<file path="src/rtl/dsrd_pkg.sv">
// Shared types, command codes and arithmetic helpers for the dual stepper ramp driver.
// No dependencies.
`timescale 1ns / 1ps

package dsrd_pkg;

   localparam logic [1:0] CMD_TICK    = 2'd0;
   localparam logic [1:0] CMD_FORWARD = 2'd1;
   localparam logic [1:0] CMD_ROTATE  = 2'd2;
   localparam logic [1:0] CMD_READ    = 2'd3;

   localparam logic [9:0] THRESHOLD_RESET = 10'd100;
   localparam logic signed [10:0] SPEED_LIMIT = 11'sd100;

   typedef struct packed {
      logic tick;
      logic clear;
   } motor_ctrl_type;

   typedef struct packed {
      logic [3:0]         coils;
      logic signed [15:0] count;
   } motor_status_type;

   // half-step coil sequence
   function automatic logic [3:0] half_step_coils(input logic [2:0] phase);
      logic [3:0] c;
      case (phase)
         3'd0: c = 4'd1;
         3'd1: c = 4'd3;
         3'd2: c = 4'd2;
         3'd3: c = 4'd6;
         3'd4: c = 4'd4;
         3'd5: c = 4'd12;
         3'd6: c = 4'd8;
         3'd7: c = 4'd9;
         default: c = 4'd0;
      endcase
      return c;
   endfunction

   // divide by ten, truncated toward zero; |v| <= 1024 via reciprocal 205/2048
   function automatic logic signed [7:0] div10(input logic signed [10:0] v);
      logic [10:0] mag;
      logic [18:0] prod;
      logic [7:0]  q;
      mag  = v[10] ? 11'(-v) : 11'(v);
      prod = 19'(mag) * 19'd205;
      q    = prod[18:11];
      return v[10] ? -$signed(q) : $signed(q);
   endfunction

   function automatic logic signed [7:0] clamp100(input logic signed [10:0] v);
      logic signed [10:0] c;
      if (v > SPEED_LIMIT) begin
         c = SPEED_LIMIT;
      end else if (v < -SPEED_LIMIT) begin
         c = -SPEED_LIMIT;
      end else begin
         c = v;
      end
      return c[7:0];
   endfunction

   function automatic logic signed [10:0] times10(input logic signed [7:0] v);
      logic signed [10:0] w;
      w = 11'(v);
      return (w <<< 3) + (w <<< 1);
   endfunction

endpackage

</file>
<file path="src/rtl/dsrd_motor.sv">
// One motor channel: speed ramp, step accumulator, half-step phase and odometry.
// Depends on dsrd_pkg.
`timescale 1ns / 1ps

module dsrd_motor (
   input  logic                       clock,
   input  logic                       reset,
   input  dsrd_pkg::motor_ctrl_type   ctrl,
   input  logic signed [10:0]         target,
   input  logic [9:0]                 threshold,
   output dsrd_pkg::motor_status_type status
);
   import dsrd_pkg::*;

   logic signed [10:0] actual_ff, actual_in;
   logic signed [11:0] acc_ff, acc_in;
   logic [2:0]         phase_ff, phase_in;
   logic signed [15:0] count_ff, count_in;
   logic [3:0]         coils_ff, coils_in;

   logic signed [13:0] acc_sum;
   logic signed [13:0] thr;
   logic signed [13:0] acc_adj;
   logic signed [7:0]  delta;

   always_comb begin
      actual_in = (actual_ff < target) ? actual_ff + 11'sd1 : target;
      delta     = div10(actual_in);
      acc_sum   = 14'(acc_ff) + 14'(delta);
      thr       = $signed({4'd0, threshold});
      acc_adj   = acc_sum;
      phase_in  = phase_ff;
      count_in  = count_ff;
      coils_in  = coils_ff;
      if (acc_sum >= thr) begin
         acc_adj  = acc_sum - thr;
         phase_in = phase_ff + 3'd1;
         count_in = count_ff + 16'sd1;
         coils_in = half_step_coils(phase_in);
      end else if (acc_sum <= -thr) begin
         acc_adj  = acc_sum + thr;
         phase_in = phase_ff - 3'd1;
         count_in = count_ff - 16'sd1;
         coils_in = half_step_coils(phase_in);
      end
      acc_in = acc_adj[11:0];
   end

   // result view: after this item's step, before any clear
   always_comb begin
      if (ctrl.tick) begin
         status.coils = coils_in;
         status.count = count_in;
      end else begin
         status.coils = coils_ff;
         status.count = count_ff;
      end
   end

   always_ff @(posedge clock) begin
      if (reset) begin
         actual_ff <= '0;
         acc_ff    <= '0;
         phase_ff  <= '0;
         count_ff  <= '0;
         coils_ff  <= '0;
      end else if (ctrl.tick) begin
         actual_ff <= actual_in;
         acc_ff    <= acc_in;
         phase_ff  <= phase_in;
         count_ff  <= count_in;
         coils_ff  <= coils_in;
      end else if (ctrl.clear) begin
         count_ff  <= '0;
      end
   end

endmodule

</file>
<file path="src/rtl/dual_stepper_ramp_driver.sv">
// Top level of the dual stepper ramp driver: input register, command decode, target
// speeds, two motor channels and the result register. Depends on dsrd_pkg, dsrd_motor.
`timescale 1ns / 1ps

// Each item (tick, forward, rotate, read-and-clear) returns exactly one result item
// with both coil drives and both odometry counts. An item lands in an input register,
// is processed combinationally against the motor state and goes to a result
// register; the block takes one item per cycle while intake is not stalled. A held
// result only stalls intake once the input register is also occupied. The user must
// write the threshold thr_ff via csr_wr_en/csr_wr_data while idle; the block does not check it.
module dual_stepper_ramp_driver (
   input  logic               clock,
   input  logic               reset,
   input  logic               req_valid,
   output logic               req_stall,
   input  logic [1:0]         req_cmd,
   input  logic signed [8:0]  req_speed,
   output logic               rsp_valid,
   input  logic               rsp_stall,
   output logic [3:0]         rsp_coils_left,
   output logic [3:0]         rsp_coils_right,
   output logic signed [15:0] rsp_odometry_left,
   output logic signed [15:0] rsp_odometry_right,
   input  logic               csr_wr_en,
   input  logic [9:0]         csr_wr_data
);
   import dsrd_pkg::*;

   logic               in_valid_ff, in_valid_in;
   logic [1:0]         in_cmd_ff;
   logic signed [8:0]  in_speed_ff;
   logic               out_valid_ff, out_valid_in;
   logic [3:0]         out_coils_l_ff, out_coils_r_ff;
   logic signed [15:0] out_odo_l_ff, out_odo_r_ff;
   logic [9:0]         thr_ff;
   logic signed [10:0] target_l_ff, target_r_ff, target_l_in, target_r_in;

   logic               accept;
   logic               advance;
   logic signed [11:0] sum_t;
   logic signed [11:0] half_sum;
   logic signed [7:0]  mean;
   motor_ctrl_type     ctrl;
   motor_status_type   status_l, status_r;

   assign advance   = in_valid_ff && (!out_valid_ff || !rsp_stall);
   assign req_stall = in_valid_ff && !advance;
   assign accept    = req_valid && !req_stall;

   assign in_valid_in  = accept ? 1'b1 : (advance ? 1'b0 : in_valid_ff);
   assign out_valid_in = advance ? 1'b1 : (rsp_stall ? out_valid_ff : 1'b0);

   always_comb begin
      sum_t       = 12'(target_l_ff) + 12'(target_r_ff);
      half_sum    = sum_t + $signed({11'd0, sum_t[11]});
      mean        = div10(half_sum[11:1]);
      target_l_in = target_l_ff;
      target_r_in = target_r_ff;
      case (in_cmd_ff)
         CMD_FORWARD: begin
            target_l_in = times10(clamp100(11'(in_speed_ff)));
            target_r_in = target_l_in;
         end
         CMD_ROTATE: begin
            target_l_in = times10(clamp100(11'(mean) + 11'(in_speed_ff)));
            target_r_in = times10(clamp100(11'(mean) - 11'(in_speed_ff)));
         end
         default: begin
         end
      endcase
      ctrl.tick  = advance && (in_cmd_ff == CMD_TICK);
      ctrl.clear = advance && (in_cmd_ff == CMD_READ);
   end

   dsrd_motor u_motor_left (
      .clock     (clock),
      .reset     (reset),
      .ctrl      (ctrl),
      .target    (target_l_ff),
      .threshold (thr_ff),
      .status    (status_l)
   );

   dsrd_motor u_motor_right (
      .clock     (clock),
      .reset     (reset),
      .ctrl      (ctrl),
      .target    (target_r_ff),
      .threshold (thr_ff),
      .status    (status_r)
   );

   always_ff @(posedge clock) begin
      if (reset) begin
         in_valid_ff  <= 1'b0;
         out_valid_ff <= 1'b0;
         thr_ff       <= THRESHOLD_RESET;
         target_l_ff  <= '0;
         target_r_ff  <= '0;
      end else begin
         in_valid_ff  <= in_valid_in;
         out_valid_ff <= out_valid_in;
         if (csr_wr_en) begin
            thr_ff <= csr_wr_data;
         end
         if (advance) begin
            target_l_ff <= target_l_in;
            target_r_ff <= target_r_in;
         end
      end
   end

   always_ff @(posedge clock) begin
      if (accept) begin
         in_cmd_ff   <= req_cmd;
         in_speed_ff <= req_speed;
      end
      if (advance) begin
         out_coils_l_ff <= status_l.coils;
         out_coils_r_ff <= status_r.coils;
         out_odo_l_ff   <= status_l.count;
         out_odo_r_ff   <= status_r.count;
      end
   end

   assign rsp_valid          = out_valid_ff;
   assign rsp_coils_left     = out_coils_l_ff;
   assign rsp_coils_right    = out_coils_r_ff;
   assign rsp_odometry_left  = out_odo_l_ff;
   assign rsp_odometry_right = out_odo_r_ff;

   a_stall_needs_item: assert property (@(posedge clock) disable iff (reset)
      req_stall |-> (in_valid_ff && out_valid_ff && rsp_stall))
      else $error("intake stalled without a held item");

   a_target_range: assert property (@(posedge clock) disable iff (reset)
      (target_l_ff <= 11'sd1000) && (target_l_ff >= -11'sd1000) &&
      (target_r_ff <= 11'sd1000) && (target_r_ff >= -11'sd1000))
      else $error("target speed out of range");

   a_read_clears: assert property (@(posedge clock) disable iff (reset)
      ctrl.clear |=> ctrl.tick || ((status_l.count == 16'sd0) && (status_r.count == 16'sd0)))
      else $error("odometry not cleared after read");

   a_result_loaded: assert property (@(posedge clock) disable iff (reset)
      advance |=> rsp_valid)
      else $error("processed item produced no result");

endmodule
</file>
<file path="config.mk">
export PLATFORM = sky130hd
export DESIGN_NAME = dual_stepper_ramp_driver
export DESIGN_NICKNAME = d
export VERILOG_FILES = /design/src/rtl/dsrd_pkg.sv /design/src/rtl/dsrd_motor.sv /design/src/rtl/dual_stepper_ramp_driver.sv
export SDC_FILE = /design/constraint.sdc
export NUM_CORES = 1
export LEC_CHECK = 0
export ABC_CLOCK_PERIOD_IN_PS = 13200
export BUFFER_PORTS_ARGS = -buffer_cell sky130_fd_sc_hd__buf_2
export CAP_MARGIN = 20
export CORE_AREA = 8 8 231 233
export DETAILED_ROUTE_END_ITERATION = 10
export DIE_AREA = 0 0 239 241
export PLACE_DENSITY_LB_ADDON = 0.05
export REMOVE_ABC_BUFFERS = 1
export SLEW_MARGIN = 20
export SYNTH_ARGS = -nofsm -noshare
export SYNTH_HDL_FRONTEND = slang
export SYNTH_SLANG_ARGS = --single-unit
</file>
<file path="constraint.sdc">
create_clock -name clock -period 13.2 [get_ports clock]
set_input_delay 1.32 -clock clock [delete_from_list [all_inputs] [get_ports clock]]
set_output_delay 1.32 -clock clock [all_outputs]
set_load 0.1 [all_outputs]
</file>
==> results of run 1 <==
[layout by cell type (no fill, tap or decap), types with 51 or more instances in the layout]
master / instances
dfxtp_1: 124
ha_1: 323
fa_1: 66
o21ai_0: 149
xnor2_1: 157
edfxtp_1: 51
xor2_1: 51
nor3_1: 64
a21oi_1: 200
buf_2: 67
a21o_1: 58
nand2_1: 182
inv_1: 294
nand3_1: 72
nor2_1: 219
[sequential cells by signal, summed over array words and instances, names as in the netlist, 9 cells and up]
| name | flops |
|---|---|
| u_motor_right.count_ff | 16 |
| target_l_ff | 10 |
| u_motor_left.count_ff | 16 |
| in_speed_ff | 9 |
| u_motor_right.actual_ff | 11 |
| u_motor_left.actual_ff | 11 |
| thr_ff | 10 |
| u_motor_right.acc_ff | 12 |
| rsp_odometry_left | 16 |
| u_motor_left.acc_ff | 12 |
| rsp_odometry_right | 16 |
| target_r_ff | 10 |
[worst max-delay path by stage]
stage,startpoint,to,slack [ns],depth (start not counted)
2_1_floorplan,target_r_ff[4],rsp_coils_right[0],1.38,48
3_3_place_gp,target_l_ff[3],rsp_odometry_left[8],0.90,46
3_5_place_dp,target_r_ff[4],u_motor_right.acc_ff[2],0.59,53
6_report,target_r_ff[1],target_r_ff[9],0.94,46
4_1_cts,target_r_ff[4],u_motor_right.acc_ff[2],0.54,53
5_1_grt,target_r_ff[4],rsp_coils_right[2],0.07,55
[metal layers]
layer / vias to the layer above / wire [um] / track usage (%)
li1: 9818 / - / -
met1: 9290 / 27700 / 26.7
met2: 397 / 30300 / 38.3
met3: 73 / 2160 / 2.71
met4: 0 / 1500 / 6.84
met5: - / 0 / 0
[kinds of logic (layout without fill, tap and decap cells)]
group / after synthesis / after routing / share of synthesized area, %
adder cells (fa/ha/maj): 392 / 392 / 24.5
flip-flops: 175 / 175 / 18.2
XOR/XNOR: 219 / 219 / 8.83
AO/OA/AOI/OAI: 728 / 729 / 22.4
buffers and inverters: 384 / 443 / 6.64
multiplexers: 47 / 47 / 2.24
AND/OR/NAND/NOR: 783 / 783 / 17.2
[area by class of cell]
cell class	instances	area, um^2
fill	4981	25700
clock buffer	18	429
multi-input combinational	2170	16700
tap	672	841
inverter	294	1100
timing repair buffer	117	711
clock inverter	14	169
sequential	175	4010
[worst max-delay path, delay by kind of cell, from the launching register on]
kind	cells	cell delay, ns
AO/OA/AOI/OAI	17	4.45
adder cells (fa/ha/maj)	9	3.12
flip-flops	1	0.50
AND/OR/NAND/NOR	12	2.40
XOR/XNOR	5	1.39
buffers and inverters	3	0.28
[timing repair]
item | 4_1_cts | 5_1_grt
buffers inserted | 0 | 13
hold buffers | 0 | 0
endpoints found under the setup margin | 0 | 64
gates resized for setup | 0 | 20
[stage by stage]
step | hold slack [ns] | cells | worst slack [ns]
floorplan | 0.432 | 2638 | 1.38
detailed placement | 0.458 | 3414 | 0.586
finish | 0.477 | 3460 | 0.944
global route | 0.507 | 3460 | 0.0676
CTS | 0.477 | 3446 | 0.536
global placement | 0.446 | 3414 | 0.905
==> run metrics, run 1 <==
Max-slew headroom 26.7%; crit path DAT 12.67 ns; sequential-to-total area share from yosys stat 18.2%; CP endpoint kind register; CP max FO 10; CTS tree built; fraction of registers with async set/reset 0%; Worst Hold Depth 1; clock buffer depth 2; Hold Fails Final Rpt 0; Diodes inserted 0; Antenna Violating Nets Remaining 0; Worst Tran Pin Value 1.10 ns; H-tree levels 4; largest net degree at the start of global routing 54; hold crit path type reg2reg; DRC violations left 0; status complete, no violations; worst-case reg-to-reg path depth 46; placed cell area 23200 um^2; slowest stage delay, CP about 0.53 ns; min-delay src u_motor_left.count_ff[12]; CTS clk-pin slew, worst paths ~0.070 ns; Worst-Skew Late Latency 0.49 ns; reg2reg setup slack 0.94 ns; largest area contributor in the synthesized netlist ha_1; CTS sink cnt approximately 180; total vias in the final route 19600; crit share post-route 92.8%; gr usage total between 20% and 30%; vias per cell 5.66; placed wire-length estimate 49500 um; vias in the first global route about 19000; synth cell count leaders 323 x ha_1, 294 x inv_1, 220 x nor2_1, 201 x a21oi_1, 185 x nand2_1; Max Freq around 82 MHz; clock root buffer clkbuf_16; max_cap viols 0; core area 49700 um^2; Reg-to-Reg Start target_r_ff[1]; gr ovfl total 0; Layout area overhead 8.71%; Nets roughly 3200; clock skew after layout between 0.015 and 0.02 ns; Yosys cell types 106; leading cell type by number of instances after synthesis ha_1; Worst R2R End target_r_ff[9]; number of DRC markers in iteration 0 1120; ys flop type dfxtp_1; setup TNS 0 ns; final WL slightly above 60000 um; # setup viols final 0; critical path class reg2reg; Die H 241 um; CP startpoint kind register; die area about 58000 um^2; #FFs+latches synth 175; post-synth top area share 18.3%; Max Transition Viols Final 0; DR WL/cell roughly 18 um; PortBufs 67; drt first pass iters 8; num ports 68; post-layout util 48.3%; layout cell share with drive strength beyond 1 about 8.3%; RSZ-0062 raised after global routing no; Synth Area per Inst 8.08 um^2; YS warnings 0; routability congestion estimate from global placement approximately 0.9; most used cell, CP ha_1; top cells by area, synth ha_1 18%, dfxtp_1 11%, edfxtp_1 6.9%; Die X roughly 240 um; minimum clock period 12.26 ns; EDFF count, synth between 50 and 60; slowest cell on the critical path fa_1; post-route cell area about 24000 um^2; Synth Cell Area 22100 um^2; initial antenna violation count 1; Hold EP u_motor_left.count_ff[12]; first-pass GRT wire length 101000 um; starting density of the core 44.4%; TritonCTS Buffers 17; CP Data Required Time 13.61 ns; row count 82; Mapped Cells 2728
Power of run 1 is left out: the tool's default activity adds up to more than one toggle a clock period on the data nets, which glitch-free logic cannot reach.
==> run 2, diff against run 1 <==
BUFFER_PORTS_ARGS = -buffer_cell sky130_fd_sc_hd__buf_4   (was -buffer_cell sky130_fd_sc_hd__buf_2)
CELL_PAD_IN_SITES_DETAIL_PLACEMENT = 1   (was default)
CELL_PAD_IN_SITES_GLOBAL_PLACEMENT = 1   (was default)
==> run metrics, run 2 (synthesized netlist as in run 1, its figures left out) <==
routability congestion estimate from global placement 0.891 (-0.90%); die area 57600 um^2 (unchanged); final WL 68900 um (+12%); commonest non-fill, non-tap cell in the layout ha_1; placed wire-length estimate 55200 um (+12%); gr usage total 23.8% (+2.3 points); Worst-Skew Late Latency 0.49 ns (about the same); minimum clock period 12.47 ns (+0.216 ns); Max Transition Viols Final 0 (unchanged); Hold Fails Final Rpt 0 (unchanged); number of DRC markers in iteration 0 945 (-16%); slowest stage delay, CP 0.57 ns (+0.04 ns); Register Area 4010 um^2 (unchanged); clock buffer depth 2 (unchanged); crit path from target_r_ff[2]; Multi-input gate area 16700 um^2 (+0.20%); Worst Tran Pin Value 1.04 ns (-0.0549 ns); drt first pass iters 5 (-3); Die X 239 um (unchanged); CP endpoint kind register; Diodes inserted 0 (unchanged); H-tree levels 4 (unchanged); Reg-to-Reg Start target_r_ff[2]; Finished Layout Cells 3472 (+0.35%); starting density of the core 44.4% (unchanged); Critical path buffers and inverters 9 (+6); Max Freq 80.2 MHz (-1.7%); Layout area overhead 10.2%; worst-case reg-to-reg path depth 47 (+2.2%); Die H 241 um (unchanged); DRC violations left 0 (unchanged); Worst R2R End u_motor_right.count_ff[14]; largest net degree at the start of global routing 55 (+1.9%); final-layout fill cell count 6081 (+22%); Antenna Violating Nets Remaining 0 (unchanged); num ports 68 (unchanged); hold crit path type reg2reg; PortBufs 67 (unchanged); Nets 3202 (+0.38%); CP Data Required Time 13.63 ns (+0.02 ns); vias in the first global route 21400 (+11%); gr ovfl total 0 (unchanged); crit path DAT 12.90 ns (+0.23 ns); CTS tree built; DR WL/cell 19.8 um (+11%); CTS clk-pin slew, worst paths 0.08 ns (about the same); Worst Hold Depth 2 (+1); Hold EP u_motor_left.acc_ff[2]; CP startpoint kind register; status complete, no violations; vias per cell 5.84 (+3.1%); commonest non-fill, non-tap cells in the layout 322 x ha_1, 294 x inv_1, 219 x nor2_1; initial antenna violation count 0 (-1); reg2reg setup slack 0.73 ns (-0.22 ns); slowest cell on the critical path o21ai_0; Top delay family on crit path compound AO/OA/AOI/OAI gates; CP max FO 19 (+9); min-delay src u_motor_left.acc_ff[2]; first-pass GRT wire length 112000 um (+11%); Max-slew headroom 30.4% (+3.7 points); clock root buffer clkbuf_16; # setup viols final 0 (unchanged); CTS sink cnt 175 (unchanged); core area 49700 um^2 (unchanged); crit share post-route 94.5% (+1.6 points); critical path class reg2reg; clock skew after layout 0.0157 ns (-0.00236 ns); row count 82 (unchanged); layout cell share with drive strength beyond 1 8.82% (+0.54 points); max_cap viols 0 (unchanged); total vias in the final route 20300 (+3.5%); TritonCTS Buffers 17 (unchanged); post-placement cell count 3423 (+0.26%)
==> run 2: changes by cell type in the layout (fill, tap and decap cells not counted), sizes merged <==
| cell | delta |
|---|---|
| buf | +12 |
| clkbuf | -1 |
| clkinv | -2 |
| bufinv | +1 |
| clkinvlp | +1 |
| inv | +1 |
==> run 2: worst max path at each step <==
stage | cells after the start | to
floorplan | 48 | rsp_coils_right[0]
global placement | 46 | u_motor_right.count_ff[14]
detailed placement | 52 | rsp_coils_right[0]
finish | 47 | u_motor_right.count_ff[14]
CTS | 52 | rsp_coils_right[0]
global route | 53 | rsp_odometry_right[6]
==> run 2: worst min-delay path: stages, from the launching register on <==
cell,delay [ns]
dfxtp_1,0.34
nand2_1,0.05
o21ai_0,0.06
==> run 2: area by class of cell <==
cell class / count / area share (%)
clock buffers: 17 / 1.75
flip-flops and latches: 175 / 16.5
multi-input cells: 2170 / 68.9
well taps: 672 / 3.46
inverters: 294 / 4.54
clock inverters: 15 / 0.891
repair buffers: 129 / 3.98
==> run 2: repair_timing <==
item                       4_1_cts  5_1_grt
setup endpoints to repair        0       67
hold buffers                     0        0
hold endpoints to repair         0        0
setup buffers                    0       16
resized for setup                0       30
==> run 2: routing by layer <==
| metal | share of wire (%) | vias up | wire length, um | global-route usage [%] |
|---|---|---|---|---|
| met4 | 1.8 | 0 | 1220 | 5.84 |
| li1 | - | 9840 | - | - |
| met1 | 43 | 10100 | 29900 | 27.9 |
| met3 | 2.5 | 83 | 1750 | 3.39 |
| met5 | 0 | - | 0 | 0 |
| met2 | 52 | 278 | 36000 | 45.1 |
==> run 2: metrics by stage <==
stage | worst slack, ns | TNS [ns] | hold WS [ns] | utilization, % | cell area (um^2)
global placement | 0.652 | 0 | 0.458 | 47.1 | 23400
detailed placement | 0.199 | 0 | 0.474 | 47.1 | 23400
CTS | 0.168 | 0 | 0.491 | 48.4 | 24000
global route | -0.0860 | -0.346 | 0.513 | 48.9 | 24300
finish | 0.728 | 0 | 0.485 | 48.9 | 24300
floorplan | 1.38 | 0 | 0.432 | - | 21700
Power of run 2 is left out for the same reason.
==> run 3, diff against run 2 <==
ABC_CLOCK_PERIOD_IN_PS = 12400   (was 13200)
clock period = 12.4 ns   (was 13.2 ns; I/O delays follow)
==> run metrics, run 3 (synthesized netlist as in run 1, its figures left out) <==
vias per cell 5.84 (+0.15%); layout cell share with drive strength beyond 1 11.7% (+2.9 points); hold crit path type reg2reg; DRC violations left 0 (unchanged); final-layout fill cell count 6047 (-0.56%); row count 82 (unchanged); post-route cell area 24800 um^2 (+2.2%); Max Transition Viols Final 0 (unchanged); slowest cell on the critical path fa_1; total vias in the final route 20500 (+1.2%); Die H 241 um (unchanged); PortBufs 67 (unchanged); num ports 68 (unchanged); max_cap viols 0 (unchanged); Nets 3239 (+1.2%); setup TNS 0 ns (unchanged); Layout area overhead 12.6%; commonest non-fill, non-tap cell in the layout ha_1; gr usage total 23.8% (+0.053 points); crit share post-route 95.4% (+0.94 points); clock root buffer clkbuf_16; CP endpoint kind register; minimum clock period 11.83 ns (-0.639 ns); largest net degree at the start of global routing 66 (+20%); DR WL/cell 19.9 um (+0.51%); CP startpoint kind register; CP Data Required Time 12.64 ns (-0.99 ns); gr ovfl total 0 (unchanged); Max-slew headroom 28.2% (-2.2 points); Worst Setup Slack, final 0.567 ns (-0.161 ns); Die X 239 um (unchanged); H-tree levels 4 (unchanged); # setup viols final 0 (unchanged); Worst-Skew Late Latency 0.49 ns (about the same); CP max FO 11 (-8); clock buffer depth 2 (unchanged); cts hold-fix bufs 0 (unchanged); status complete, no violations; Antenna Violating Nets Remaining 0 (unchanged); CTS clk-pin slew, worst paths 0.08 ns (about the same); number of DRC markers in iteration 0 992 (+5.0%); TritonCTS Buffers 17 (unchanged); die area 57600 um^2 (unchanged); CTS sink cnt 175 (unchanged); drt first pass iters 5 (unchanged); clock skew after layout 0.0143 ns (-0.00142 ns); routability congestion estimate from global placement 0.874 (-1.9%); core area 49700 um^2 (unchanged); crit path DAT 12.08 ns (-0.82 ns); Max Freq 84.5 MHz (+5.4%); pre-CTS WS -0.294 ns (-0.494 ns); CTS tree built; Hold Fails Final Rpt 0 (unchanged); Worst Tran Pin Value 1.07 ns (+0.0291 ns); placed cell area 23600 um^2 (+0.86%); final WL 70000 um (+1.6%); placed wire-length estimate 55700 um (+0.99%); initial antenna violation count 0 (unchanged); commonest non-fill, non-tap cells in the layout 318 x ha_1, 291 x inv_1, 217 x nor2_1; vias in the first global route 21900 (+1.9%); first-pass GRT wire length 112000 um (+0.67%); starting density of the core 44.4% (unchanged); Diodes inserted 0 (unchanged); critical path class reg2reg; slowest stage delay, CP 0.54 ns (-0.03 ns)
==> run 3: cell count changes in the layout (fill, tap and decap cells not counted), moves of 3 or more <==
cell,delta
xnor2_2,+4
inv_1,-3
o21ai_0,-7
a211oi_2,+3
a211oi_1,-4
o21ai_1,+5
a21oi_1,-7
ha_2,+3
xnor2_1,-4
buf_4,+34
clkinv_4,+3
a21oi_2,+6
ha_1,-4
==> run 3: worst paths after layout <==
check | startpoint | endpoint | slack [ns] | cells past startpoint
worst max register to register | target_l_ff[8] | rsp_odometry_left[8] | 0.57 | 49
worst max-delay path | target_l_ff[8] | rsp_odometry_left[8] | 0.57 | 49
worst min-delay path | u_motor_left.count_ff[12] | u_motor_left.count_ff[12] | 0.49 | 1
worst min register to register | u_motor_left.count_ff[12] | u_motor_left.count_ff[12] | 0.49 | 1
==> run 3: timing repair <==
action	in CTS	in global routing
cloned	0	1
buffers inserted	7	21
resized for setup	5	93
endpoints found under the setup margin	51	119
pin swaps	3	22
==> run 3: metrics by stage <==
step	instances	hold slack, ns	utilization (%)
2_1_floorplan	2638	0.432	-
3_3_place_gp	3448	0.462	47.5
3_5_place_dp	3448	0.484	47.5
4_1_cts	3487	0.494	48.8
5_1_grt	3509	0.518	50.0
6_report	3509	0.487	50.0
==> run 3: layer usage <==
layer	wire [um]	track usage (%)	up-vias
met4	1810	7.34	0
met1	30400	28.0	10200
li1	-	-	9915
met2	36200	44.6	271
met3	1600	3.13	117
met5	0	0	-
==> run 3: worst max-delay path, delay by kind of cell, from the launching register on <==
| kind | cells | cell delay, ns |
|---|---|---|
| multiplexers | 2 | 0.54 |
| flip-flops | 1 | 0.44 |
| AO/OA/AOI/OAI | 16 | 3.48 |
| XOR/XNOR | 4 | 0.75 |
| adder cells (fa/ha/maj) | 9 | 3.46 |
| buffers and inverters | 9 | 1.02 |
| AND/OR/NAND/NOR | 9 | 1.88 |
==> run 3: layout make-up <==
class / instances / area, um^2 / area share [%]
clock buffers: 18 / 429 / 1.73
flip-flops and latches: 175 / 4020 / 16.2
clock inverters: 14 / 150 / 0.604
inverters: 294 / 1100 / 4.44
well taps: 672 / 841 / 3.38
multi-input cells: 2170 / 17000 / 68.5
repair buffers: 166 / 1270 / 5.13
Power of run 3 is left out for the same reason.
